<file path="config.mk">
export PLATFORM = sky130hd
export DESIGN_NAME = key_press_duration_classifier_core
export DESIGN_NICKNAME = d
export VERILOG_FILES = /design/src/sv/kpdc_pkg.sv /design/src/sv/kpdc_lane.sv /design/src/sv/kpdc_merge.sv /design/src/sv/kpdc_outbuf.sv /design/src/sv/key_press_duration_classifier_core.sv
export SDC_FILE = /design/constraint.sdc
export NUM_CORES = 1
export LEC_CHECK = 0
export BUFFER_PORTS_ARGS = -buffer_cell sky130_fd_sc_hd__buf_2
export CAP_MARGIN = 0
export CELL_PAD_IN_SITES_DETAIL_PLACEMENT = 0
export CELL_PAD_IN_SITES_GLOBAL_PLACEMENT = 2
export CORE_AREA = 10 10 166 168
export DETAILED_ROUTE_END_ITERATION = 6
export DIE_AREA = 0 0 176 178
export PLACE_DENSITY = 0.88
export SYNTH_ARGS = -nofsm -noshare
export SYNTH_HDL_FRONTEND = slang
export SYNTH_HIERARCHICAL = 1
export SYNTH_SLANG_ARGS = --single-unit
</file>
<file path="constraint.sdc">
create_clock -name clk_i -period 2.55 [get_ports clk_i]
set_input_delay 0.255 -clock clk_i [delete_from_list [all_inputs] [get_ports clk_i]]
set_output_delay 0.255 -clock clk_i [all_outputs]
set_load 0.05 [all_outputs]
</file>
<file path="src/sv/kpdc_pkg.sv">
package kpdc_pkg;

  localparam int unsigned PIN_W   = 4;   // edge_mask, pin_levels, held_mask
  localparam int unsigned SEL_W   = 2;
  localparam int unsigned CLASS_W = 2;
  localparam int unsigned THR_W   = 16;
  localparam int unsigned CFG_IDX_W = 2;

  typedef enum logic [1:0] {
    MODE_EDGE  = 2'd0,
    MODE_TICK  = 2'd1,
    MODE_READ  = 2'd2,
    MODE_CLEAR = 2'd3
  } mode_e;

  localparam logic [CLASS_W-1:0] CLASS_NONE  = 2'd0;
  localparam logic [CLASS_W-1:0] CLASS_SHORT = 2'd1;
  localparam logic [CLASS_W-1:0] CLASS_LONG  = 2'd2;

  localparam logic [CFG_IDX_W-1:0] CFG_RELEASE_LEVEL = 2'd0;
  localparam logic [CFG_IDX_W-1:0] CFG_LONG_TICKS    = 2'd1;
  localparam logic [CFG_IDX_W-1:0] CFG_BOUNCE_TICKS  = 2'd2;

  localparam logic             RST_RELEASE_LEVEL = 1'b1;
  localparam logic [THR_W-1:0] RST_LONG_TICKS    = 16'd1000;
  localparam logic [THR_W-1:0] RST_BOUNCE_TICKS  = 16'd20;

  typedef struct packed {
    logic edge_en;   // pin of this key changed
    logic pressed;   // level differs from release level
    logic tick;
    logic clear;     // class cleared (read of this key or clear-all)
  } lane_cmd_t;

  typedef struct packed {
    logic               held_next;
    logic [CLASS_W-1:0] cls;
  } lane_stat_t;

  typedef struct packed {
    logic [CLASS_W-1:0] key_class;
    logic [PIN_W-1:0]   held_mask;
  } result_t;

endpackage

</file>
<file path="src/sv/kpdc_lane.sv">
module kpdc_lane #(
  parameter int unsigned COUNT_WIDTH = 16
) (
  input  logic                      clk_i,
  input  logic                      rst_ni,
  input  kpdc_pkg::lane_cmd_t       cmd_i,
  input  logic [kpdc_pkg::THR_W-1:0] long_ticks_i,
  input  logic [kpdc_pkg::THR_W-1:0] bounce_ticks_i,
  output kpdc_pkg::lane_stat_t      stat_o
);
  import kpdc_pkg::*;

  localparam int unsigned CmpW = (COUNT_WIDTH > THR_W) ? COUNT_WIDTH : THR_W;

  logic                   held_q, held_d;
  logic                   pend_q, pend_d;
  logic [COUNT_WIDTH-1:0] ticks_q, ticks_d;
  logic [CLASS_W-1:0]     class_q, class_d;
  logic [CmpW-1:0]        ticks_ext;

  assign ticks_ext = CmpW'(ticks_q);

  always_comb begin
    held_d  = held_q;
    pend_d  = pend_q;
    ticks_d = ticks_q;
    class_d = class_q;
    if (cmd_i.edge_en) begin
      if (cmd_i.pressed) begin
        held_d  = 1'b1;
        pend_d  = 1'b0;
        ticks_d = '0;
      end else begin
        held_d = 1'b0;
        pend_d = 1'b1;
      end
    end
    if (cmd_i.tick) begin
      if (held_q) begin
        // saturate rather than wrap
        if (ticks_q != '1) begin
          ticks_d = ticks_q + COUNT_WIDTH'(1);
        end
      end else if (pend_q) begin
        pend_d  = 1'b0;
        ticks_d = '0;
        if (ticks_ext >= CmpW'(long_ticks_i)) begin
          class_d = CLASS_LONG;
        end else if (ticks_ext >= CmpW'(bounce_ticks_i)) begin
          class_d = CLASS_SHORT;
        end
      end
    end
    if (cmd_i.clear) begin
      class_d = CLASS_NONE;
    end
  end

  always_ff @(posedge clk_i or negedge rst_ni) begin
    if (!rst_ni) begin
      held_q  <= 1'b0;
      pend_q  <= 1'b0;
      ticks_q <= '0;
      class_q <= CLASS_NONE;
    end else begin
      held_q  <= held_d;
      pend_q  <= pend_d;
      ticks_q <= ticks_d;
      class_q <= class_d;
    end
  end

  // class is reported as it stood before this transfer, held flag as after
  assign stat_o.held_next = held_d;
  assign stat_o.cls       = class_q;

endmodule

</file>
<file path="src/sv/kpdc_merge.sv">
module kpdc_merge #(
  parameter int unsigned KEY_COUNT = 4
) (
  input  kpdc_pkg::lane_stat_t       stat_i [KEY_COUNT],
  input  logic                       read_en_i,
  input  logic [kpdc_pkg::SEL_W-1:0] key_select_i,
  output kpdc_pkg::result_t          res_o
);
  import kpdc_pkg::*;

  // only the first keys have pins and a selectable index
  localparam int unsigned Lanes = (KEY_COUNT < PIN_W) ? KEY_COUNT : PIN_W;

  always_comb begin
    res_o.key_class = CLASS_NONE;
    res_o.held_mask = '0;
    for (int i = 0; i < Lanes; i++) begin
      res_o.held_mask[i] = stat_i[i].held_next;
      if (read_en_i && (key_select_i == SEL_W'(i))) begin
        res_o.key_class = stat_i[i].cls;
      end
    end
  end

endmodule

</file>
<file path="src/sv/kpdc_outbuf.sv">
module kpdc_outbuf (
  input  logic              clk_i,
  input  logic              rst_ni,
  input  logic              push_i,
  input  kpdc_pkg::result_t data_i,
  output logic              full_o,
  output logic              valid_o,
  input  logic              stall_i,
  output kpdc_pkg::result_t data_o
);
  import kpdc_pkg::*;

  logic    main_valid_q, main_valid_d;
  logic    skid_valid_q, skid_valid_d;
  result_t main_q, main_d;
  result_t skid_q, skid_d;
  logic    pop;

  assign pop = main_valid_q && !stall_i;

  always_comb begin
    main_valid_d = main_valid_q;
    skid_valid_d = skid_valid_q;
    main_d       = main_q;
    skid_d       = skid_q;
    if (main_valid_q && !pop) begin
      // receiver stalled: park the new result in the skid slot
      if (push_i) begin
        skid_valid_d = 1'b1;
        skid_d       = data_i;
      end
    end else if (skid_valid_q) begin
      main_valid_d = 1'b1;
      main_d       = skid_q;
      skid_valid_d = 1'b0;
    end else begin
      main_valid_d = push_i;
      main_d       = data_i;
    end
  end

  always_ff @(posedge clk_i or negedge rst_ni) begin
    if (!rst_ni) begin
      main_valid_q <= 1'b0;
      skid_valid_q <= 1'b0;
    end else begin
      main_valid_q <= main_valid_d;
      skid_valid_q <= skid_valid_d;
    end
  end

  always_ff @(posedge clk_i) begin
    main_q <= main_d;
    skid_q <= skid_d;
  end

  assign full_o  = skid_valid_q;
  assign valid_o = main_valid_q;
  assign data_o  = main_q;

endmodule

</file>
<file path="src/sv/key_press_duration_classifier_core.sv">
// Key press duration classifier, one lane per key.
// Input channel (in_valid_i / in_stall_o) carries one command per transfer:
// edge event, millisecond tick, read-and-clear of one key, or clear-all.
// Every accepted command yields exactly one result (key_class_o, held_mask_o)
// on the output channel (out_valid_o / out_stall_i), in order.
// The merged result is registered in the output buffer, not passed through combinationally.
// Throughput: one command per cycle while in_stall_o is low; all lanes update
// in the transfer cycle and the output buffer registers the merged result.
// The output has a two-entry buffer: while the receiver stalls one more
// command is still accepted into the skid slot, after which in_stall_o rises
// until the receiver takes a result.
// Configuration (cfg_valid_i / cfg_ready_o) is always ready; index 0 release
// level, 1 long-press threshold, 2 bounce threshold, others ignored.
// Reset clears all key state and buffers and loads release level 1,
// long threshold 1000 and bounce threshold 20 ticks.
module key_press_duration_classifier_core #(
  parameter int unsigned KEY_COUNT   = 4,
  parameter int unsigned COUNT_WIDTH = 16
) (
  input  logic                           clk_i,
  input  logic                           rst_ni,
  input  logic                           in_valid_i,
  output logic                           in_stall_o,
  input  logic [1:0]                     mode_i,
  input  logic [kpdc_pkg::PIN_W-1:0]     edge_mask_i,
  input  logic [kpdc_pkg::PIN_W-1:0]     pin_levels_i,
  input  logic [kpdc_pkg::SEL_W-1:0]     key_select_i,
  output logic                           out_valid_o,
  input  logic                           out_stall_i,
  output logic [kpdc_pkg::CLASS_W-1:0]   key_class_o,
  output logic [kpdc_pkg::PIN_W-1:0]     held_mask_o,
  input  logic                           cfg_valid_i,
  output logic                           cfg_ready_o,
  input  logic [kpdc_pkg::CFG_IDX_W-1:0] cfg_index_i,
  input  logic [kpdc_pkg::THR_W-1:0]     cfg_data_i
);
  import kpdc_pkg::*;

  logic             release_level_q;
  logic [THR_W-1:0] long_ticks_q;
  logic [THR_W-1:0] bounce_ticks_q;

  logic  accept;
  logic  is_edge, is_tick, is_read, is_clear;
  mode_e mode;

  lane_cmd_t  cmd  [KEY_COUNT];
  lane_stat_t stat [KEY_COUNT];
  result_t    merged, result;
  logic       buf_full;

  assign cfg_ready_o = 1'b1;

  always_ff @(posedge clk_i or negedge rst_ni) begin
    if (!rst_ni) begin
      release_level_q <= RST_RELEASE_LEVEL;
      long_ticks_q    <= RST_LONG_TICKS;
      bounce_ticks_q  <= RST_BOUNCE_TICKS;
    end else if (cfg_valid_i && cfg_ready_o) begin
      if (cfg_index_i == CFG_RELEASE_LEVEL) begin
        release_level_q <= cfg_data_i[0];
      end
      if (cfg_index_i == CFG_LONG_TICKS) begin
        long_ticks_q <= cfg_data_i;
      end
      if (cfg_index_i == CFG_BOUNCE_TICKS) begin
        bounce_ticks_q <= cfg_data_i;
      end
    end
  end

  assign accept = in_valid_i && !in_stall_o;
  assign mode   = mode_e'(mode_i);

  always_comb begin
    is_edge  = 1'b0;
    is_tick  = 1'b0;
    is_read  = 1'b0;
    is_clear = 1'b0;
    unique case (mode)
      MODE_EDGE:  is_edge  = accept;
      MODE_TICK:  is_tick  = accept;
      MODE_READ:  is_read  = accept;
      MODE_CLEAR: is_clear = accept;
      default:    is_edge  = 1'b0;
    endcase
  end

  for (genvar i = 0; i < KEY_COUNT; i++) begin : g_lane
    if (i < PIN_W) begin : g_pin
      assign cmd[i].edge_en = is_edge && edge_mask_i[i];
      assign cmd[i].pressed = pin_levels_i[i] != release_level_q;
      assign cmd[i].clear   = is_clear || (is_read && (key_select_i == SEL_W'(i)));
    end else begin : g_nopin
      // keys past the pin field never see edges or reads
      assign cmd[i].edge_en = 1'b0;
      assign cmd[i].pressed = 1'b0;
      assign cmd[i].clear   = is_clear;
    end
    assign cmd[i].tick = is_tick;

    kpdc_lane #(
      .COUNT_WIDTH(COUNT_WIDTH)
    ) u_lane (
      .clk_i         (clk_i),
      .rst_ni        (rst_ni),
      .cmd_i         (cmd[i]),
      .long_ticks_i  (long_ticks_q),
      .bounce_ticks_i(bounce_ticks_q),
      .stat_o        (stat[i])
    );
  end

  kpdc_merge #(
    .KEY_COUNT(KEY_COUNT)
  ) u_merge (
    .stat_i      (stat),
    .read_en_i   (is_read),
    .key_select_i(key_select_i),
    .res_o       (merged)
  );

  kpdc_outbuf u_outbuf (
    .clk_i  (clk_i),
    .rst_ni (rst_ni),
    .push_i (accept),
    .data_i (merged),
    .full_o (buf_full),
    .valid_o(out_valid_o),
    .stall_i(out_stall_i),
    .data_o (result)
  );

  assign in_stall_o  = buf_full;
  assign key_class_o = result.key_class;
  assign held_mask_o = result.held_mask;

endmodule

</file>
== Word level (Yosys, flattened, before mapping) ==
Cells that the tools add are included.
Word-level totals
  register bits: 127
  input bits: 35
  output and inout bits: 9
  word-level logic and storage cells: 187
Operators by class
  add/sub/neg operators: 4
  magnitude comparators: 8
  equal/unequal tests: 21
  multiplexer cells: 88
  reduce and logical (&&, ||, !) cells: 41
Operators with widths (count)
  16-bit two-way mux: 24
  16-bit >= comparator: 8
  16-bit by 1-bit adder with 16-bit output (second input constant): 4
  16-bit inequality test (second input constant): 4
  2-bit two-way mux: 28
  1-bit two-way mux: 35
  4-bit AND reduction: 4
  2-bit nonzero test: 8
  3-bit nonzero test: 4
  1-bit logical AND: 11
  2-bit == test (second input constant): 5
  2-bit inequality test (second input constant): 4
  2-bit AND reduction: 4
  2-bit by 1-bit == test with 1-bit output (second input constant): 3
  2-bit logical NOT: 3
  6-bit two-way mux: 1
  1-bit logical OR: 4
  1-bit inequality test: 4
  1-bit logical NOT: 3
  2-bit by 1-bit inequality test with 1-bit output (second input constant): 1

== Depth between registers and ports, before layout ==
  depth in word-level cells: 9
  gate-level depth with buffers: 8
  gate-level depth less buffers: 8

== Modules after synthesis ==
Netlist, hierarchy kept.
Modules (own cells, without submodules)
  kpdc_lane: times used 4, cells an instance 222, area each 1908.1 um^2, sequential area each 500.5 um^2
  key_press_duration_classifier_core: times used 1, cells an instance 97, area each 1516.5 um^2, sequential area each 837.1 um^2
  kpdc_outbuf: times used 1, cells an instance 25, area each 541.8 um^2, sequential area each 410.4 um^2
  kpdc_merge: times used 1, cells an instance 8, area each 95.1 um^2, sequential area each 0.0 um^2

== Worst setup path after synthesis ==
Ideal clock, no wire load.
  path type: register -> register
  from: register u_outbuf.skid_valid_q, in the netlist u_outbuf/full_o
  to: register g_lane[0].u_lane.ticks_q[10]
  library setup time: 0.078 ns
  arrival: 2.540 ns
  data required time: 2.472 ns
  path slack: -0.068 ns
  cell stages (with the launch flop): 9
  buffers on the path: 1
  period minus slack after synthesis: 2.618 ns
  path through: dfrtp_1 > nand2b_1 > nor3_1 > and2_1 > o21a_1 > buf_6 > nand3_1 > or2_1 > a21oi_1
RTL lines
  from (decl): line kpdc_outbuf.sv:14  | logic skid_valid_q, skid_valid_d;
  from (signal assigned): line kpdc_outbuf.sv:48  | skid_valid_q <= skid_valid_d;
  to (signal assigned): line kpdc_lane.sv:68  | ticks_q <= ticks_d;
  to (decl): line kpdc_lane.sv:17  | logic [COUNT_WIDTH-1:0] ticks_q, ticks_d;

== Worst setup path in the final report ==
  from: register long_ticks_q[14]
  to: register g_lane[2].u_lane.class_q[0]
On the way
  longest elaborated chain between the ends: 6
  elaborated cells on any way between the ends: 8
  classes of those cells: order compare (1); mux (5); reduce/logical (2)
Ends and longest elaborated chain
  from (decl): line key_press_duration_classifier_core.sv:40  | logic [THR_W-1:0] long_ticks_q;
  from (signal assigned): line key_press_duration_classifier_core.sv:64  | long_ticks_q <= cfg_data_i;
  16-bit >= comparator (*): line kpdc_lane.sv:47  | if (ticks_ext >= CmpW'(long_ticks_i)) begin
  2-bit two-way mux: line kpdc_lane.sv:47
  2-bit two-way mux: line kpdc_lane.sv:44  | end else if (pend_q) begin
  2-bit two-way mux: line kpdc_lane.sv:39  | if (held_q) begin
  2-bit two-way mux: line kpdc_lane.sv:38  | if (cmd_i.tick) begin
  2-bit two-way mux: line kpdc_lane.sv:54  | if (cmd_i.clear) begin
  to (signal assigned): line kpdc_lane.sv:69  | class_q <= class_d;
  to (decl): line kpdc_lane.sv:18  | logic [CLASS_W-1:0] class_q, class_d;
Mark *: on every way between the ends. The rest lies on a longest branch, timed or not. The select of a mux whose other input is x is not followed.
A chain may end at the register's enable or synchronous reset.

==> results.rst <==
.. list-table::
   :header-rows: 1

   * - Metric
     - Value
   * - Via count of the first global-routing pass
     - around 7.5k
   * - Slew margin rel.
     - around three fifths
   * - Number of distinct library cell variants in the gate-level netlist after synthesis
     - 60
   * - Initial cell density of the core
     - roughly two fifths
   * - Number of slew-limit violations in the final report
     - 0
   * - Actual slew at the worst max-slew pin
     - 0.618 ns
   * - Worst-case clock buffer depth
     - 2
   * - Chip height
     - 178 microns
   * - Gate family responsible for the most delay along the worst path
     - simple AND/OR/NAND/NOR gates
   * - Final-layout fill cell count
     - about 2.4k
   * - Cell row count
     - 57
   * - Overall routing resource usage
     - between 10% and 20%
   * - Hold path startpoint
     - cfg_data_i[2]
   * - Run status
     - complete, no violations
   * - Startpoint of the worst-slack reg-to-reg timing path
     - long_ticks_q[14]$_DFFE_PN0P_
   * - Clk_skew
     - 0.0116 ns
   * - Number of DRC violations after detailed-routing iteration 0
     - 390
   * - Unrepaired setup endpoints after global routing
     - no
   * - Clock insertion delay at the later pin of the skew report
     - approximately 0.43 ns
   * - Final number of hold-violating endpoints
     - 0
   * - Share of final-layout standard cells stronger than drive strength 1
     - between 10% and 20%
   * - F_max
     - between 0.4 and 0.5 GHz
   * - Global-route wire length before repair
     - between 40,000 and 50,000 microns
   * - Largest driver fanout on the critical path
     - 5
   * - Port-buffer cells
     - between 40 and 50
   * - Number of CTS-inserted buffers
     - 17
   * - Detail Placement HPWL
     - 19,900 microns
   * - CP Launch Point
     - long_ticks_q[14]$_DFFE_PN0P_
   * - Fraction of synthesized cell area taken by the top area cell type
     - between 20% and 30%
   * - Gate Count Post-Synth
     - 1,018
   * - # DRC
     - 0
   * - Category of the critical setup timing path
     - reg2reg
   * - Most frequent cell after synthesis
     - sky130_fd_sc_hd__inv_1
   * - Maximum vdd drop
     - between 300 and 400 uV
   * - Total nets after synthesis
     - 1,185
   * - Routed via count divided by cell count
     - ~5.4
   * - Diode count
     - 0
   * - Warnings, synthesis
     - 6
   * - Commonest register cell after synthesis
     - sky130_fd_sc_hd__dfrtp_1
   * - Overall via count from detail_route
     - around 7.7k
   * - Share of synthesized registers carrying an async set or reset
     - between 90 and 100%
   * - Count of antenna-violating nets left after detailed routing
     - 0
   * - Final worst path period share
     - around nine tenths
   * - Class of the tightest hold or removal check
     - in2reg
   * - CTS tree
     - yes
   * - Static Leak
     - ~5.3 nW
   * - Critical-path cell list
     - inv_1 > ha_1 > nand4_1 > nor3_1 > nand2_1 > o211ai_1 > and4b_1 > a211o_1
   * - Period minus WS final
     - roughly 2.3 ns
   * - Placeable core area
     - approximately 24,000 sq um
   * - Number of sinks handled by clock tree synthesis
     - approximately 130
   * - Highest-delay cell along the critical path
     - sky130_fd_sc_hd__dfrtp_1
   * - Type of destination of the critical path
     - flop
   * - Count of flip-flops with a built-in enable after synthesis
     - 12
   * - WL final
     - between 20,000 and 30,000 microns
   * - Largest area contributor in the synthesized netlist
     - sky130_fd_sc_hd__dfrtp_1
   * - Max Cap Violations
     - 0
   * - Clock Pin Slew Worst Setup and Hold Paths
     - approximately 0.060 ns
   * - Top cells by instance count after synthesis
     - sky130_fd_sc_hd__inv_1 (134), sky130_fd_sc_hd__ha_1 (132), sky130_fd_sc_hd__dfrtp_1 (106)
   * - Minimum setup slack among reg-to-reg paths
     - slightly above 0.2 ns
   * - Placer's final routability congestion estimate
     - 0.897
   * - Kind of start point of the critical path
     - flop
   * - Sequential element share of the synthesized area
     - 33.2%
   * - Final total power
     - a little over 7 mW
   * - Syn-to-layout area delta
     - 13.3%
   * - Die area
     - roughly 31,000 sq um
   * - Power density of the placed cells
     - 638 nW/um^2
   * - Number of nets at the end of the flow
     - around 1.3k
   * - CP bufs+invs
     - 1
   * - Antenna violations before repair
     - 0
   * - Gates resized, CTS repair
     - 0
   * - Required arrival time at the worst endpoint
     - around 2.9 ns
   * - Number of top-level pins
     - 44
   * - Post-Syn Area per Cell
     - ~9.6 sq um
   * - Routed length per instance
     - 18.8 microns
   * - Die outline width
     - 176 microns
   * - Maximum number of pins on one net before global-route repair
     - between 70 and 80
   * - Total standard cell area after synthesis
     - about 9800 sq um
   * - Flop and latch count out of synthesis
     - ~130
   * - Arrival time reported for the critical path endpoint
     - approximately 2.7 ns
   * - Root cell of the clock tree
     - sky130_fd_sc_hd__clkbuf_16
   * - Setup tns final
     - 0 ns
   * - Grt ovf
     - 0
   * - Count of H-tree levels built during CTS
     - 4
   * - Total setup violations reported at the end of the flow
     - 0
   * - Iteration count of the initial detailed-routing pass
     - 5
   * - Dominant cells by area after synthesis
     - sky130_fd_sc_hd__dfrtp_1 (27%), sky130_fd_sc_hd__ha_1 (17%), sky130_fd_sc_hd__inv_1 (5.1%), sky130_fd_sc_hd__mux2_4 (4.0%), sky130_fd_sc_hd__edfxtp_1 (3.7%)
   * - Stage delay of the slowest cell on the critical path
     - about 0.50 ns
## cell type report
cell class | instances | area (sq um) | share of cell area [%]
inverter | 134 | 503 | 4.54
sequential | 127 | 3250 | 29.3
clock buffer | 23 | 509 | 4.59
tap | 324 | 405 | 3.66
timing repair buffer | 68 | 423 | 3.81
multi-input combinational | 736 | 5870 | 53.0
clock inverter | 9 | 126 | 1.14
## metal layers
layer / global-route usage [%] / vias to the layer above / wire length [microns]
li1: - / 3818 / -
met1: 22.7 / 3691 / 12700
met2: 29.2 / 125 / 12800
met3: 2.62 / 23 / 676
met4: 5.26 / 0 / 471
met5: 0 / - / 0
## placed cells by master, fill, tap and decap left out, types with 15 or more instances in the layout
cell type                   count
sky130_fd_sc_hd__nand3_1       28
sky130_fd_sc_hd__dfrtp_1      106
sky130_fd_sc_hd__buf_4         25
sky130_fd_sc_hd__nor3_1        32
sky130_fd_sc_hd__nor2_1        21
sky130_fd_sc_hd__nand2_1       81
sky130_fd_sc_hd__a31oi_1       16
sky130_fd_sc_hd__ha_1         132
sky130_fd_sc_hd__o2111ai_1     16
sky130_fd_sc_hd__mux2_4        26
sky130_fd_sc_hd__buf_2         41
sky130_fd_sc_hd__clkbuf_16     18
sky130_fd_sc_hd__o21ai_0       52
sky130_fd_sc_hd__nor2_2        32
sky130_fd_sc_hd__inv_1        134
sky130_fd_sc_hd__xnor2_1       24
sky130_fd_sc_hd__nand2b_1      15
sky130_fd_sc_hd__a21oi_1       44
## worst register-to-register path, cell delays in order, from the launching register on
cell,delay [ns]
sky130_fd_sc_hd__dfrtp_1,0.50
sky130_fd_sc_hd__inv_1,0.08
sky130_fd_sc_hd__ha_1,0.33
sky130_fd_sc_hd__nand4_1,0.10
sky130_fd_sc_hd__nor3_1,0.31
sky130_fd_sc_hd__nand2_1,0.09
sky130_fd_sc_hd__o211ai_1,0.26
sky130_fd_sc_hd__and4b_1,0.26
sky130_fd_sc_hd__a211o_1,0.30
## worst paths after layout
check / cells after the start / end
min in group asynchronous: 2 / g_lane[2].u_lane/ticks_ext[3]$_DFF_PN0_
max in group asynchronous: 3 / long_ticks_q[9]$_DFFE_PN1P_
worst max register to register: 8 / g_lane[2].u_lane/class_q[0]$_DFFE_PN0P_
worst max-delay path: 8 / g_lane[2].u_lane/class_q[0]$_DFFE_PN0P_
worst min register to register: 1 / g_lane[0].u_lane/class_q[0]$_DFFE_PN0P_
worst min-delay path: 2 / long_ticks_q[2]$_DFFE_PN0P_
## timing repair
| action | in CTS | in global routing |
|---|---|---|
| endpoints found under the hold margin | 17 | 0 |
| setup buffers | 0 | 0 |
| hold buffers | 1 | 0 |
## registers in the layout, summed over array words and instances (netlist names)
register and count:
g_lane.u_lane/held_q 4, u_outbuf/valid_o 1, long_ticks_q 16, g_lane.u_lane/class_q 8, u_outbuf/skid_q 6, bounce_ticks_q 16
release_level_q 1, g_lane.u_lane/pend_q 4, u_outbuf/full_o 1, g_lane.u_lane/ticks_ext 64, u_outbuf/data_o 6
## cell families after synthesis
| family | Yosys count | synth area share (%) |
|---|---|---|
| AND/OR/NAND/NOR | 296 | 17.1 |
| AO/OA/AOI/OAI | 226 | 16.3 |
| buffers and inverters | 155 | 6.83 |
| adder cells (fa/ha/maj) | 132 | 16.9 |
| flip-flops | 127 | 33.2 |
| multiplexers | 45 | 6.43 |
| XOR/XNOR | 36 | 3.22 |
| other | 1 | 0.0383 |
## power by group
group | internal (mW) | switching [mW]
registers | 2.34 | 0.479
logic | 0.725 | 0.884
clock network | 1.70 | 0.948
## through the flow
step	setup slack (ns)	hold slack, ns	utilization (%)	std cells	instance area (sq um)
final	0.206	0.0738	46.0	1421	11100
after global routing	0.0159	0.0658	46.0	1421	11100
after CTS	0.241	0.0586	46.0	1421	11100
after detailed placement	0.253	0.163	43.3	1388	10400
after global placement	0.281	0.173	43.3	1388	10400
after floorplan	0.152	-0.0406	-	1018	9790
Note: power is estimated with default switching activity, not from simulation.
